## src/rtl/core/mouse_report_encoder_macros.svh

```systemverilog
// assertion macros for the mouse report encoder
// used by mre_back under rtl/core, expects clk and rst in scope
`ifndef MOUSE_REPORT_ENCODER_MACROS_SVH
`define MOUSE_REPORT_ENCODER_MACROS_SVH
`ifndef ASSERT_OFF
`define MRE_ASSERT(lbl, prop, msg) \
  lbl: assert property (@(posedge clk) disable iff (rst) prop) else $error(msg);
`define MRE_ASSERT_ALWAYS(lbl, prop, msg) \
  lbl: assert property (@(posedge clk) prop) else $error(msg);
`else
`define MRE_ASSERT(lbl, prop, msg)
`define MRE_ASSERT_ALWAYS(lbl, prop, msg)
`endif
`endif

```

## src/rtl/core/mre_pkg.sv

```systemverilog
// shared types, codes and constants of the mouse report encoder
// no dependencies
`default_nettype none
package mre_pkg;
  localparam int COORD_BITS   = 13;
  localparam int NUM_BITS     = 16;
  localparam int LEGACY_LIMIT = 223;

  localparam logic [1:0] OP_PRESS   = 2'd0;
  localparam logic [1:0] OP_RELEASE = 2'd1;
  localparam logic [1:0] OP_MOVE    = 2'd2;

  localparam logic [2:0] BTN_NONE       = 3'd3;
  localparam logic [2:0] BTN_WHEEL_UP   = 3'd4;
  localparam logic [2:0] BTN_WHEEL_DOWN = 3'd5;

  localparam logic [2:0] LVL_PRESS     = 3'd1;
  localparam logic [2:0] LVL_NORMAL    = 3'd2;
  localparam logic [2:0] LVL_BUTTON    = 3'd3;
  localparam logic [2:0] LVL_ANY       = 3'd4;
  localparam logic [2:0] LVL_HIGHLIGHT = 3'd5;

  localparam logic [2:0] FMT_LEGACY = 3'd0;
  localparam logic [2:0] FMT_SGR    = 3'd2;
  localparam logic [2:0] FMT_DEC    = 3'd3;
  localparam logic [2:0] FMT_PIX    = 3'd4;

  localparam logic [1:0] WHEEL_NORMAL = 2'd1;
  localparam logic [1:0] WHEEL_APP    = 2'd2;

  localparam logic [1:0] REG_TRACKING = 2'd0;
  localparam logic [1:0] REG_FORMAT   = 2'd1;
  localparam logic [1:0] REG_WHEEL    = 2'd2;
  localparam logic [1:0] REG_PASSIVE  = 2'd3;

  localparam logic [7:0] CH_ESC   = 8'h1b;
  localparam logic [7:0] CH_LBRK  = 8'h5b;
  localparam logic [7:0] CH_LT    = 8'h3c;
  localparam logic [7:0] CH_UM    = 8'h4d;
  localparam logic [7:0] CH_LM    = 8'h6d;
  localparam logic [7:0] CH_SEMI  = 8'h3b;
  localparam logic [7:0] CH_O     = 8'h4f;
  localparam logic [7:0] CH_A     = 8'h41;
  localparam logic [7:0] CH_B     = 8'h42;
  localparam logic [7:0] CH_ZERO  = 8'h30;
  localparam logic [7:0] CODE_WHEEL  = 8'h3c;
  localparam logic [7:0] CODE_DRAG   = 8'h20;
  localparam logic [7:0] BYTE_OFFSET = 8'h20;

  typedef enum logic [1:0] {KIND_NONE, KIND_FIXED, KIND_NUM} kind_t;

  typedef struct packed {
    kind_t                      kind;
    logic [5:0][7:0]            hb;
    logic [2:0]                 hlast;
    logic [7:0]                 code;
    logic [NUM_BITS-1:0]        nx;
    logic [NUM_BITS-1:0]        ny;
    logic [7:0]                 fin;
    logic                       ui_field;
    logic                       ui;
    logic                       acc;
  } job_t;

  typedef struct packed {
    logic [7:0] data;
    logic       valid;
    logic       last;
    logic       acc;
  } result_t;

  typedef struct packed {
    logic full;
    logic empty;
  } qstat_t;

  function automatic logic [NUM_BITS:0] pow10(input logic [2:0] pos);
    logic [NUM_BITS:0] p;
    case (pos)
      3'd1: p = (NUM_BITS+1)'(10);
      3'd2: p = (NUM_BITS+1)'(100);
      3'd3: p = (NUM_BITS+1)'(1000);
      3'd4: p = (NUM_BITS+1)'(10000);
      default: p = (NUM_BITS+1)'(1);
    endcase
    return p;
  endfunction
endpackage
`default_nettype wire

```

## src/rtl/core/mre_front.sv

```systemverilog
// front part: config registers, position and button state, event classification
// depends on mre_pkg
`default_nettype none
module mre_front (
  input  logic                                 clk,
  input  logic                                 rst,
  input  logic                                 push,
  input  logic [1:0]                           op,
  input  logic [2:0]                           button,
  input  logic [2:0]                           modifier_bits,
  input  logic signed [mre_pkg::COORD_BITS-1:0] cell_line,
  input  logic signed [mre_pkg::COORD_BITS-1:0] cell_column,
  input  logic [15:0]                          pixel_x,
  input  logic [15:0]                          pixel_y,
  input  logic                                 ui_handled,
  input  logic                                 cfg_valid,
  input  logic [1:0]                           cfg_index,
  input  logic [2:0]                           cfg_data,
  input  mre_pkg::qstat_t                      qstat,
  output logic                                 q_push,
  output mre_pkg::job_t                        q_job
);
  localparam int CB = mre_pkg::COORD_BITS;
  localparam int NB = mre_pkg::NUM_BITS;

  logic [2:0]    tracking_level;
  logic [2:0]    report_format;
  logic [1:0]    wheel_mode;
  logic          passive_tracking;
  logic [CB-1:0] last_line;
  logic [CB-1:0] last_column;
  logic [3:0]    held_buttons;

  logic [CB-1:0] lraw, craw;
  logic          accept, active, negpos, sgrlike, same, wheel_key, do_gen;
  logic          gen_acc, report, tx, legacy_ok, upd_pos;
  logic [2:0]    drag_btn, gbtn;
  logic [7:0]    code;
  logic [NB-1:0] col1, line1;
  mre_pkg::job_t job;

  always_ff @(posedge clk) begin
    if (rst) begin
      tracking_level   <= '0;
      report_format    <= '0;
      wheel_mode       <= '0;
      passive_tracking <= 1'b0;
    end else if (cfg_valid) begin
      case (cfg_index)
        mre_pkg::REG_TRACKING: tracking_level   <= cfg_data;
        mre_pkg::REG_FORMAT:   report_format    <= cfg_data;
        mre_pkg::REG_WHEEL:    wheel_mode       <= cfg_data[1:0];
        mre_pkg::REG_PASSIVE:  passive_tracking <= cfg_data[0];
        default: ;
      endcase
    end
  end

  assign lraw    = cell_line;
  assign craw    = cell_column;
  assign accept  = push & ~qstat.full;
  assign active  = tracking_level inside {[mre_pkg::LVL_PRESS:mre_pkg::LVL_HIGHLIGHT]};
  assign gen_acc = tracking_level inside {[mre_pkg::LVL_PRESS:mre_pkg::LVL_ANY]};
  assign negpos  = lraw[CB-1] | craw[CB-1];
  assign sgrlike = report_format inside {mre_pkg::FMT_SGR, mre_pkg::FMT_PIX};
  assign same    = (lraw == last_line) && (craw == last_column);
  assign wheel_key = (wheel_mode inside {mre_pkg::WHEEL_NORMAL, mre_pkg::WHEEL_APP}) &&
                     !passive_tracking &&
                     (button inside {mre_pkg::BTN_WHEEL_UP, mre_pkg::BTN_WHEEL_DOWN});
  assign upd_pos = (op == mre_pkg::OP_PRESS) || (op == mre_pkg::OP_RELEASE) ||
                   ((op == mre_pkg::OP_MOVE) && (!same || report_format == mre_pkg::FMT_PIX));
  assign col1      = NB'(craw) + NB'(1);
  assign line1     = NB'(lraw) + NB'(1);
  assign legacy_ok = (lraw < CB'(mre_pkg::LEGACY_LIMIT)) && (craw < CB'(mre_pkg::LEGACY_LIMIT));

  always_comb begin
    drag_btn = mre_pkg::BTN_NONE;
    for (int i = 3; i >= 0; i--) begin
      if (held_buttons[i]) drag_btn = 3'(i);
    end
  end

  always_comb begin
    do_gen = 1'b0;
    gbtn   = button;
    case (op)
      mre_pkg::OP_PRESS:   do_gen = active & ~wheel_key;
      mre_pkg::OP_RELEASE: do_gen = active;
      mre_pkg::OP_MOVE: begin
        gbtn   = drag_btn;
        do_gen = upd_pos && active &&
                 ((tracking_level == mre_pkg::LVL_BUTTON && held_buttons != 4'd0) ||
                  tracking_level == mre_pkg::LVL_ANY);
      end
      default: do_gen = 1'b0;
    endcase
  end

  always_comb begin
    code = gbtn[2] ? 8'(gbtn) + mre_pkg::CODE_WHEEL : 8'(gbtn);
    if (!sgrlike && op == mre_pkg::OP_RELEASE) code = 8'(mre_pkg::BTN_NONE);
    if (op == mre_pkg::OP_MOVE) code = code + mre_pkg::CODE_DRAG;
    code = code | {3'b000, modifier_bits, 2'b00};
  end

  always_comb begin
    case (tracking_level)
      mre_pkg::LVL_PRESS:  report = (op == mre_pkg::OP_PRESS);
      mre_pkg::LVL_NORMAL: report = (op == mre_pkg::OP_PRESS) || (op == mre_pkg::OP_RELEASE);
      mre_pkg::LVL_BUTTON: report = 1'b1;
      mre_pkg::LVL_ANY:    report = 1'b1;
      default:             report = 1'b0;
    endcase
  end

  assign tx = do_gen & report & ~negpos;

  always_comb begin
    job          = '0;
    job.kind     = mre_pkg::KIND_NONE;
    job.code     = code;
    job.ui       = ui_handled;
    job.ui_field = passive_tracking;
    job.fin      = (op == mre_pkg::OP_RELEASE) ? mre_pkg::CH_LM : mre_pkg::CH_UM;
    job.nx       = col1;
    job.ny       = line1;
    job.acc      = do_gen & gen_acc;
    job.hb[0]    = mre_pkg::CH_ESC;
    job.hb[1]    = mre_pkg::CH_LBRK;
    job.hb[2]    = mre_pkg::CH_LT;
    job.hlast    = 3'd2;
    if (op == mre_pkg::OP_PRESS && active && wheel_key) begin
      job.kind  = mre_pkg::KIND_FIXED;
      job.acc   = 1'b1;
      job.hb[1] = (wheel_mode == mre_pkg::WHEEL_NORMAL) ? mre_pkg::CH_LBRK : mre_pkg::CH_O;
      job.hb[2] = (button == mre_pkg::BTN_WHEEL_UP) ? mre_pkg::CH_A : mre_pkg::CH_B;
    end else if (tx) begin
      case (report_format)
        mre_pkg::FMT_LEGACY: begin
          if (legacy_ok) begin
            job.kind  = mre_pkg::KIND_FIXED;
            job.hb[2] = mre_pkg::CH_UM;
            job.hb[3] = mre_pkg::BYTE_OFFSET + code;
            job.hb[4] = mre_pkg::BYTE_OFFSET + col1[7:0];
            job.hb[5] = mre_pkg::BYTE_OFFSET + line1[7:0];
            job.hlast = 3'd5;
          end
        end
        mre_pkg::FMT_SGR: job.kind = mre_pkg::KIND_NUM;
        mre_pkg::FMT_DEC: begin
          if (op == mre_pkg::OP_PRESS) begin
            job.kind     = mre_pkg::KIND_NUM;
            job.hlast    = 3'd1;
            job.ui_field = 1'b0;
          end
        end
        mre_pkg::FMT_PIX: begin
          job.kind = mre_pkg::KIND_NUM;
          job.nx   = pixel_x;
          job.ny   = pixel_y;
        end
        default: job.kind = mre_pkg::KIND_NONE;
      endcase
    end
  end

  always_ff @(posedge clk) begin
    if (rst) begin
      last_line    <= '0;
      last_column  <= '0;
      held_buttons <= '0;
    end else if (accept) begin
      if (upd_pos) begin
        last_line   <= lraw;
        last_column <= craw;
      end
      if (op == mre_pkg::OP_RELEASE && !button[2]) held_buttons[button[1:0]] <= 1'b0;
      if (op == mre_pkg::OP_PRESS && active && !wheel_key && !button[2])
        held_buttons[button[1:0]] <= 1'b1;
    end
  end

  assign q_push = accept;
  assign q_job  = job;
endmodule
`default_nettype wire

```

## src/rtl/core/mre_job_queue.sv

```systemverilog
// two-entry queue of classified events between front and back
// depends on mre_pkg
`default_nettype none
module mre_job_queue (
  input  logic            clk,
  input  logic            rst,
  input  logic            wr,
  input  mre_pkg::job_t   wdata,
  input  logic            rd,
  output mre_pkg::job_t   rdata,
  output mre_pkg::qstat_t qstat
);
  mre_pkg::job_t mem [2];
  logic          wptr, rptr;
  logic [1:0]    cnt;
  logic          do_wr, do_rd;

  assign qstat.full  = (cnt == 2'd2);
  assign qstat.empty = (cnt == 2'd0);
  assign do_wr = wr & ~qstat.full;
  assign do_rd = rd & ~qstat.empty;
  assign rdata = mem[rptr];

  always_ff @(posedge clk) begin
    if (do_wr) mem[wptr] <= wdata;
  end

  always_ff @(posedge clk) begin
    if (rst) begin
      wptr <= 1'b0;
      rptr <= 1'b0;
      cnt  <= '0;
    end else begin
      if (do_wr) wptr <= ~wptr;
      if (do_rd) rptr <= ~rptr;
      cnt <= cnt + 2'(do_wr) - 2'(do_rd);
    end
  end
endmodule
`default_nettype wire

```

## src/rtl/core/mre_back.sv

```systemverilog
// back part: one event to beats, decimal digits one per cycle unless stalled
// depends on mre_pkg and mouse_report_encoder_macros.svh
`default_nettype none
`include "mouse_report_encoder_macros.svh"
module mre_back (
  input  logic            clk,
  input  logic            rst,
  input  mre_pkg::qstat_t qstat,
  input  mre_pkg::job_t   q_job,
  output logic            q_pop,
  input  logic            pop,
  output logic            empty,
  output mre_pkg::result_t res
);
  localparam int NB = mre_pkg::NUM_BITS;

  typedef enum logic [5:0] {
    S_IDLE = 6'b000001,
    S_NONE = 6'b000010,
    S_HEAD = 6'b000100,
    S_NUM  = 6'b001000,
    S_SEP  = 6'b010000,
    S_TAIL = 6'b100000
  } state_t;

  state_t           state, state_next;
  mre_pkg::job_t    cur, cur_next;
  logic [2:0]       hidx, hidx_next, pos, pos_next;
  logic [1:0]       nsel, nsel_next, tidx, tidx_next;
  logic [NB-1:0]    rem, rem_next;
  logic             started, started_next;

  logic [NB:0]      p, sub;
  logic [3:0]       digit;
  logic             show;

  mre_pkg::result_t omem [2];
  logic             owp, orp;
  logic [1:0]       ocnt;
  logic             go, wr, rd;
  mre_pkg::result_t wdata;

  assign go = (ocnt != 2'd2);

  always_comb begin
    p     = mre_pkg::pow10(pos);
    digit = 4'd0;
    for (int k = 1; k <= 9; k++) begin
      if ({1'b0, rem} >= (NB+1)'(k) * p) digit = 4'(k);
    end
    sub  = (NB+1)'(digit) * p;
    show = (digit != 4'd0) || started || (pos == 3'd0);
  end

  always_comb begin
    state_next   = state;
    cur_next     = cur;
    hidx_next    = hidx;
    pos_next     = pos;
    nsel_next    = nsel;
    tidx_next    = tidx;
    rem_next     = rem;
    started_next = started;
    q_pop        = 1'b0;
    wr           = 1'b0;
    wdata        = '0;
    case (state)
      S_IDLE: begin
        if (!qstat.empty) begin
          q_pop      = 1'b1;
          cur_next   = q_job;
          hidx_next  = 3'd0;
          state_next = (q_job.kind == mre_pkg::KIND_NONE) ? S_NONE : S_HEAD;
        end
      end
      S_NONE: begin
        if (go) begin
          wr         = 1'b1;
          wdata.last = 1'b1;
          wdata.acc  = cur.acc;
          state_next = S_IDLE;
        end
      end
      S_HEAD: begin
        if (go) begin
          wr          = 1'b1;
          wdata.data  = cur.hb[hidx];
          wdata.valid = 1'b1;
          hidx_next   = hidx + 3'd1;
          if (hidx == cur.hlast) begin
            if (cur.kind == mre_pkg::KIND_FIXED) begin
              wdata.last = 1'b1;
              wdata.acc  = cur.acc;
              state_next = S_IDLE;
            end else begin
              state_next   = S_NUM;
              nsel_next    = 2'd0;
              rem_next     = NB'(cur.code);
              pos_next     = 3'd2;
              started_next = 1'b0;
            end
          end
        end
      end
      S_NUM: begin
        if (go) begin
          wr           = show;
          wdata.data   = mre_pkg::CH_ZERO + 8'(digit);
          wdata.valid  = 1'b1;
          started_next = started | show;
          rem_next     = rem - sub[NB-1:0];
          pos_next     = pos - 3'd1;
          if (pos == 3'd0) begin
            started_next = 1'b0;
            if (nsel == 2'd2) begin
              state_next = S_TAIL;
              tidx_next  = cur.ui_field ? 2'd0 : 2'd2;
            end else begin
              state_next = S_SEP;
            end
          end
        end
      end
      S_SEP: begin
        if (go) begin
          wr          = 1'b1;
          wdata.data  = mre_pkg::CH_SEMI;
          wdata.valid = 1'b1;
          nsel_next   = nsel + 2'd1;
          rem_next    = (nsel == 2'd0) ? cur.nx : cur.ny;
          pos_next    = 3'd4;
          state_next  = S_NUM;
        end
      end
      S_TAIL: begin
        if (go) begin
          wr          = 1'b1;
          wdata.valid = 1'b1;
          tidx_next   = tidx + 2'd1;
          case (tidx)
            2'd0: wdata.data = mre_pkg::CH_SEMI;
            2'd1: wdata.data = mre_pkg::CH_ZERO + 8'(cur.ui);
            default: begin
              wdata.data = cur.fin;
              wdata.last = 1'b1;
              wdata.acc  = cur.acc;
              state_next = S_IDLE;
            end
          endcase
        end
      end
      default: state_next = S_IDLE;
    endcase
  end

  always_ff @(posedge clk) begin
    if (rst) begin
      state   <= S_IDLE;
      started <= 1'b0;
    end else begin
      state   <= state_next;
      started <= started_next;
    end
  end

  always_ff @(posedge clk) begin
    cur  <= cur_next;
    hidx <= hidx_next;
    pos  <= pos_next;
    nsel <= nsel_next;
    tidx <= tidx_next;
    rem  <= rem_next;
  end

  // result queue
  assign rd    = pop & (ocnt != 2'd0);
  assign empty = (ocnt == 2'd0);
  assign res   = omem[orp];

  always_ff @(posedge clk) begin
    if (wr) omem[owp] <= wdata;
  end

  always_ff @(posedge clk) begin
    if (rst) begin
      owp  <= 1'b0;
      orp  <= 1'b0;
      ocnt <= '0;
    end else begin
      if (wr) owp <= ~owp;
      if (rd) orp <= ~orp;
      ocnt <= ocnt + 2'(wr) - 2'(rd);
    end
  end

  `MRE_ASSERT(a_last_ends_event, (wr && wdata.last) |=> (state == S_IDLE), "event did not end on last beat")
  `MRE_ASSERT(a_acc_only_last, (wr && !wdata.last) |-> !wdata.acc, "accepted flag on non-last beat")
  `MRE_ASSERT(a_empty_is_last, (wr && !wdata.valid) |-> wdata.last, "byteless beat not last")
  `MRE_ASSERT(a_head_in_range, (state == S_HEAD) |-> (hidx <= cur.hlast), "head index overrun")
endmodule
`default_nettype wire

```

## src/rtl/core/mouse_report_encoder.sv

```systemverilog
// mouse report encoder top level: front, job queue and back
// an accepted event goes into the job queue, is taken by the back part's state machine
// and its beats are written to the result queue, one beat per cycle with a bubble per
// skipped leading digit while pop keeps that queue from filling; the back part takes
// the next event from the job queue only once the previous event's last beat is written
// synchronous active-high reset clears config, held buttons, position and all queues
`default_nettype none
module mouse_report_encoder (
  input  logic                                 clk,
  input  logic                                 rst,
  input  logic                                 push,
  output logic                                 full,
  input  logic [1:0]                           op,
  input  logic [2:0]                           button,
  input  logic [2:0]                           modifier_bits,
  input  logic signed [mre_pkg::COORD_BITS-1:0] cell_line,
  input  logic signed [mre_pkg::COORD_BITS-1:0] cell_column,
  input  logic [15:0]                          pixel_x,
  input  logic [15:0]                          pixel_y,
  input  logic                                 ui_handled,
  output logic                                 empty,
  input  logic                                 pop,
  output logic [7:0]                           out_byte,
  output logic                                 byte_valid,
  output logic                                 last,
  output logic                                 accepted,
  input  logic                                 cfg_valid,
  output logic                                 cfg_ready,
  input  logic [1:0]                           cfg_index,
  input  logic [2:0]                           cfg_data
);
  mre_pkg::qstat_t  qstat;
  mre_pkg::job_t    push_job, head_job;
  mre_pkg::result_t res;
  logic             q_push, q_pop;

  assign cfg_ready = 1'b1;
  assign full      = qstat.full;

  mre_front u_front (
    .clk, .rst, .push, .op, .button, .modifier_bits, .cell_line, .cell_column,
    .pixel_x, .pixel_y, .ui_handled, .cfg_valid, .cfg_index, .cfg_data,
    .qstat, .q_push, .q_job(push_job)
  );

  mre_job_queue u_queue (
    .clk, .rst, .wr(q_push), .wdata(push_job), .rd(q_pop), .rdata(head_job), .qstat
  );

  mre_back u_back (
    .clk, .rst, .qstat, .q_job(head_job), .q_pop, .pop, .empty, .res
  );

  assign out_byte   = res.data;
  assign byte_valid = res.valid;
  assign last       = res.last;
  assign accepted   = res.acc;
endmodule
`default_nettype wire
```

## config.mk

```make
export PLATFORM = sky130hd
export DESIGN_NAME = mouse_report_encoder
export DESIGN_NICKNAME = d
export VERILOG_FILES = /design/src/rtl/core/mre_pkg.sv /design/src/rtl/core/mre_front.sv /design/src/rtl/core/mre_job_queue.sv /design/src/rtl/core/mre_back.sv /design/src/rtl/core/mouse_report_encoder.sv
export VERILOG_INCLUDE_DIRS = /design/src /design/src/rtl/core
export SDC_FILE = /design/constraint.sdc
export NUM_CORES = 1
export LEC_CHECK = 0
export ABC_AREA = 1
export BUFFER_PORTS_ARGS = -buffer_cell sky130_fd_sc_hd__buf_2
export CORE_ASPECT_RATIO = 1.5
export CORE_MARGIN = 1.5
export CORE_UTILIZATION = 30
export CTS_BUF_LIST = sky130_fd_sc_hd__clkbuf_4 sky130_fd_sc_hd__clkbuf_8
export CTS_CLUSTER_SIZE = 28
export DETAILED_ROUTE_END_ITERATION = 10
export PLACE_DENSITY = 0.56
export SETUP_SLACK_MARGIN = 0.3
export SYNTH_ARGS = -nofsm -noshare
export SYNTH_HDL_FRONTEND = slang
export SYNTH_HIERARCHICAL = 1
export SYNTH_SLANG_ARGS = --single-unit
export TNS_END_PERCENT = 1
```

## constraint.sdc

```tcl
create_clock -name clk -period 10.1 [get_ports clk]
set_clock_uncertainty 0.15 [all_clocks]
set_input_delay 1.01 -clock clk [delete_from_list [all_inputs] [get_ports clk]]
set_output_delay 1.01 -clock clk [all_outputs]
set_load 0.02 [all_outputs]
```

==> flow_summary.yaml, run 1 <==
timing:
  setup_violations: 0
  fin_crit_sh_pct: 88.79
  tns_ns: 0
  rsz0062_at_grt: "no"
  fin_crit_ns: 8.968
  whs_ns: 0.3027
  clock.fmax_mhz: 111.5
  slew_headroom_pct: 27.38
  fin_ws_ns: 1.132
  hold_viol_final: 0
  worst_pin_slew_ns: 1.089
  report.final.slew_viol_count: 0
synthesis:
  synth-seq-cells: 416
  synth_top_area_share_pct: 44.57
  syn_area_um2: 24260
  avgSynthCellArea_um2: 10.12
  yosysSeqAreaShare_pct: 49.19
  ys.flop_type: "edfxtp_1"
  syn_inst: 2398
  synthArstFlopShare_pct: 0
  synth_area_leaders: "edfxtp_1, ha_1, nand2_1"
  synth_edf_count: 360
  synth_largest_area_cell: "edfxtp_1"
  synth_warnings: 6
  ys_types: 68
floorplan:
  dieWidth_um: 235.2
  pin_count: 91
  initial_core_util_pct: 30.35
  core_um2: 79930
  fp-row-count: 127
  dieHeight_um: 351.3
  die-area_um2: 82610
placement:
  place_area_um2: 25740
  place_congestion: 0.9363
  hpwlAfterDp_um: 45990
  io_buffers: 89
  preCtsSetupSlack_ns: 0.6868
  dp.cells: 3490
cells_and_area:
  fillers: 8194
  final_cell_mix: "nand2_1, edfxtp_1, inv_1"
  nets: 2804
  stdcell_area_um2: 26880
  post-route-util_pct: 33.63
  layout-drive-gt1-share_pct: 15.57
  seqCellArea_um2: 11940
  layout_commonest_cell: "nand2_1"
  stdcell_count: 3596
  syn2layout_area_growth_pct: 10.83
  multiInputGateArea_um2: 10630
detailed_routing:
  drc: 0
  drtPass1Iterations: 6
  vias: 16690
  post_drt_via_cell_ratio: 4.642
  wl_um: 60730
  drt_iter0_drc: 724
  wl_per_cell_um: 16.89
  ant_nets: 0
global_routing:
  antenna_found_initial: 1
  grt_pass1_vias: 17140
  grt_util_all_layers_pct: 14.77
  grt_max_degree: 62
  grt_pass1_wl_um: 94480
  gr-total-overflow: 0
power_and_ir_drop:
  p_leak_nw: 11.22
  ir_worst_vdd_uv: 157.7
  powerDensity_nw_per_um2: 204.4
  total_power_mw: 5.496
clocking:
  cts_tree: "done"
  cts.htree.levels: 2
  postCtsSetupBuffers: 0
  cts_buffers: 59
  hold_buffers: 0
  clock-sinks: 416
  root_buffer: "clkbuf_8"
  cts_resized: 0
  cts_max_path_buffers: 3
  clock_latency_ns: 0.62
  clk_pin_slew_ns: 0.07
setup_path:
  cp.required_ns: 10.30
  path_class: "flop to flop"
  cpLargestDelayFamily: "adder cells"
  critical_path.endpoint_type: "flop"
  path_depth: 47
  max_stage_delay_ns: 0.55
  cp_slowest_cell: "fa_1"
  r2r_cells: 47
  cp.arrival_ns: 9.17
  crit_fanout: 9
  cp.buffers_inverters: 9
  critPathLaunchType: "flop"
run:
  cap_violations: 0
status:
  status: "finished, final reports clean"
worst_hold_path:
  hold_depth: 1
  min_path_type: "flop to flop"
-- report_power, final --
part           internal [mW]  switching, mW
clock                  0.650          0.624
combinational          0.609           1.09
sequential              2.37          0.155
-- per-layer routing --
layer  share of wire [%]  global-route usage (%)
met5                   0                       0
met4                 5.9                   8.932
met3                 3.2                   1.530
met2                  53                   28.34
met1                  38                   15.49
-- synth_stat cells (5+ instances only) --
cell,number
xor2_1,36
inv_2,17
nor2_1,263
mux2i_1,9
buf_4,31
dfxtp_1,56
mux2_4,60
nand2_1,408
o221ai_1,6
a21oi_1,131
nand4_1,33
o21ai_1,9
buf_6,10
clkbuf_1,16
ha_1,167
mux2_2,56
edfxtp_1,360
nor2_4,8
o32ai_1,8
buf_2,13
nand3_1,67
nor2_2,5
xnor2_1,17
nand2_2,9
o211ai_1,12
or2_2,7
nor3_1,21
conb_1,5
o21ai_0,120
o21a_1,6
inv_1,330
fa_1,41
-- registers in the layout (all words and copies together), names as in the netlist, named ones only --
| name | count |
|---|---|
| u_back/orp | 1 |
| u_back/omem | 22 |
| u_back/pos | 3 |
| u_front/last_line | 13 |
| u_back/rem | 16 |
| u_back/ocnt | 2 |
| u_back/state | 6 |
| u_back/owp | 1 |
| u_front/passive_tracking | 1 |
| u_queue/mem | 208 |
| u_queue/wptr | 1 |
| u_queue/rptr | 1 |
| u_back/nsel | 2 |
| u_front/last_column | 13 |
| u_front/tracking_level | 3 |
| u_queue/cnt | 2 |
| u_front/held_buttons | 2 |
| u_back/cur | 104 |
| u_back/hidx | 3 |
| u_front/report_format | 3 |
| u_back/tidx | 2 |
| u_front/wheel_mode | 2 |
| u_back/started | 1 |
-- area by class of cell --
cell class              count  share of cell area, %
inverters                 350                  4.905
well taps                1032                  4.803
clock inverters            20                 0.4096
multi-input cells        1585                  39.52
clock buffers              85                  3.793
flip-flops and latches    416                  44.40
repair buffers            107                  2.160
diodes                      1               0.009308
-- worst paths after layout --
kind,startpoint,end,slack (ns)
worst min-delay path,u_back/orp$_SDFFE_PP0P_,flop,0.30
worst max-delay path,u_back/pos[1]$_DFFE_PP_,u_back/rem[14]$_DFFE_PP_,1.13
worst min register to register,u_back/orp$_SDFFE_PP0P_,flop,0.30
worst max register to register,u_back/pos[1]$_DFFE_PP_,u_back/rem[14]$_DFFE_PP_,1.13
-- kinds of logic (layout without fill, tap and decap cells) --
group / after synthesis / after routing / synth area share (%)
buf+inv: 425 / 562 / 7.608
flops: 416 / 416 / 49.19
mux: 125 / 125 / 6.685
fa+ha+maj: 208 / 208 / 12.00
xor+xnor: 54 / 54 / 1.981
other cells: 5 / 34 / 0.07738
compound gates: 321 / 321 / 7.484
simple gates: 844 / 844 / 14.98
Power figures use the tool's default switching activity.
==> inputs of run 2 (changes only) <==
- SYNTH_HIERARCHICAL: 1 -> default
==> run 2 against run 1 <==
  * Die area fell by 14%
  * Setup slack got worse by 0.056 ns
  * First-iteration DRC count fell by 10%
  * Area after synthesis fell by 15%
  * Critical endpoint is now u_back.rem[14]$_DFFE_PP_
==> flow_summary.yaml, run 2 <==
status:
  status: "finished, final reports clean"
clocking:
  cts.htree.levels: 2
  cts_tree: "done"
  cts_buffers: 48
  clock-sinks: 338
  hold_buffers: 0
  postCtsSetupBuffers: 0
  root_buffer: "clkbuf_8"
  clock_latency_ns: 0.58
  cts_max_path_buffers: 3
  clk_pin_slew_ns: 0.08
cells_and_area:
  final_cell_mix: "inv_1, nand2_1, edfxtp_1"
  layout_commonest_cell: "inv_1"
  stdcell_area_um2: 23210
  largest_register_ffs: 156
  top_register: "u_queue.mem"
  post-route-util_pct: 34.10
  syn2layout_area_growth_pct: 11.98
  reg_top3: "u_queue.mem x156, u_back.cur x78, u_back.omem x22"
  stdcell_count: 3181
  nets: 2528
  layout-drive-gt1-share_pct: 16.08
power_and_ir_drop:
  powerDensity_nw_per_um2: 225.6
  p_leak_nw: 9.801
  ir_worst_vdd_uv: 127.5
  total_power_mw: 5.235
timing:
  slew_headroom_pct: 25.54
  report.final.slew_viol_count: 0
  hold_viol_final: 0
  clock.fmax_mhz: 110.8
  setup_violations: 0
  worst_pin_slew_ns: 1.117
  rsz0062_at_grt: "no"
  fin_crit_ns: 9.024
  fin_crit_sh_pct: 89.34
  tns_ns: 0
detailed_routing:
  drt_iter0_drc: 651
  dr_wl_met3_um: 1626
  post_drt_via_cell_ratio: 4.834
  wl_um: 57670
  drc: 0
  drt-met1-wl_um: 21180
  drtPass1Iterations: 5
  vias: 15380
  route.met2.wl_um: 30940
  wl_per_cell_um: 18.13
  routed.top_layer: "met4"
  ant_nets: 0
setup_path:
  crit_fanout: 9
  path_common_cell: "inv_1"
  critical_path.endpoint_type: "flop"
  cp.arrival_ns: 9.18
  reg2reg_slack_ns: 1.08
  r2r-start: "u_back.pos[1]$_DFFE_PP_"
  r2r-end: "u_back.rem[14]$_DFFE_PP_"
  max_stage_delay_ns: 0.53
  cpLargestDelayFamily: "adder cells"
  cp.required_ns: 10.26
  path_depth: 40
  cp-startpoint: "u_back.pos[1]$_DFFE_PP_"
  path_class: "flop to flop"
  critPathLaunchType: "flop"
  crit_end: "u_back.rem[14]$_DFFE_PP_"
  r2r_cells: 40
  cp.buffers_inverters: 6
  cp_slowest_cell: "fa_1"
synthesis:
  synth_edf_count: 282
  synth_top_area_share_pct: 40.85
  avgSynthCellArea_um2: 9.722
  syn_inst: 2132
  synth_commonest_cells: "inv_1, nand2_1, edfxtp_1"
  synth_area_leaders: "edfxtp_1, ha_1, mux2_2"
  synth-seq-cells: 338
  yosysMostFrequentCell: "inv_1"
  syn_area_um2: 20730
  synthArstFlopShare_pct: 0
  synth_warnings: 0
  ys_types: 64
  yosysSeqAreaShare_pct: 46.26
  synth_largest_area_cell: "edfxtp_1"
  ys.flop_type: "edfxtp_1"
placement:
  place_area_um2: 22250
  place_congestion: 0.9335
  io_buffers: 89
  dp.cells: 3091
  hpwlAfterDp_um: 44020
worst_hold_path:
  hold_depth: 1
  min-delay-start: "u_queue.rptr$_SDFFE_PP0P_"
  min_path_type: "flop to flop"
floorplan:
  pin_count: 91
  core_um2: 68070
  fp-row-count: 117
  initial_core_util_pct: 30.45
  die-area_um2: 70710
  dieHeight_um: 324.9
  dieWidth_um: 217.6
global_routing:
  antenna_found_initial: 2
  grt_pass1_wl_um: 89330
  gr-total-overflow: 0
  grt_util_all_layers_pct: 16.28
  grt_pass1_vias: 16330
  grt_max_degree: 79
run:
  cap_violations: 0
run 2: worst min-delay path by stage:
stage / end / slack [ns]
3_5_place_dp: flop / 0.28
5_1_grt: flop / 0.32
4_1_cts: flop / 0.28
3_3_place_gp: flop / 0.27
6_report: flop / 0.29
2_1_floorplan: flop / 0.28
run 2: cell type report:
class	instances	area, um2
antenna	1	2.502
clock buffer	60	782.0
clock inverter	29	176.4
fill	6962	44860
inverter	344	1291
multi-input combinational	1412	9683
sequential	338	9593
tap	892	1116
timing repair buffer	105	565.5
run 2: kinds of logic (layout without fill, tap and decap cells):
logic type	after synthesis	in the layout	share of synthesized area, %
buffers and inverters	389	538	7.286
AND/OR/NAND/NOR	681	681	14.61
adder cells (fa/ha/maj)	202	202	13.57
other	2	10	0.03623
XOR/XNOR	54	54	2.282
AO/OA/AOI/OAI	339	339	9.127
multiplexers	127	127	6.827
flip-flops	338	338	46.26
run 2: worst reg2reg max path: cells and delay by family (launching register included):
family                   cells  cell delay (ns)
AO/OA/AOI/OAI                8             1.04
XOR/XNOR                     1             0.14
adder cells (fa/ha/maj)      8             3.27
buffers and inverters        6             1.23
flip-flops                   1             0.44
AND/OR/NAND/NOR             17             2.49
run 2: metal layers:
| layer | vias up | global-route usage (%) |
|---|---|---|
| li1 | 7530 | - |
| met5 | - | 0 |
| met4 | 0 | 10.49 |
| met3 | 162 | 1.571 |
| met2 | 380 | 31.35 |
| met1 | 7304 | 16.38 |
run 2: through the flow:
stage          hold slack, ns  worst slack (ns)
3_3_place_gp           0.2749             1.278
4_1_cts                0.2837            0.8569
5_1_grt                0.3244            0.5012
2_1_floorplan          0.2756             2.491
6_report               0.2890             1.077
3_5_place_dp           0.2800            0.9094
run 2: what timing repair did:
item | in CTS | in global routing
resized for setup | 0 | 1
endpoints found under the hold margin | 0 | 0
endpoints found under the setup margin | 0 | 2
run 2: where the power goes:
group	leakage [nW]	internal (mW)	switching, mW	total [mW]
clock network	0.493	0.541	0.526	1.07
registers	3.12	1.87	0.190	2.06
logic	6.19	0.776	1.33	2.11
total	9.80	3.19	2.05	5.24
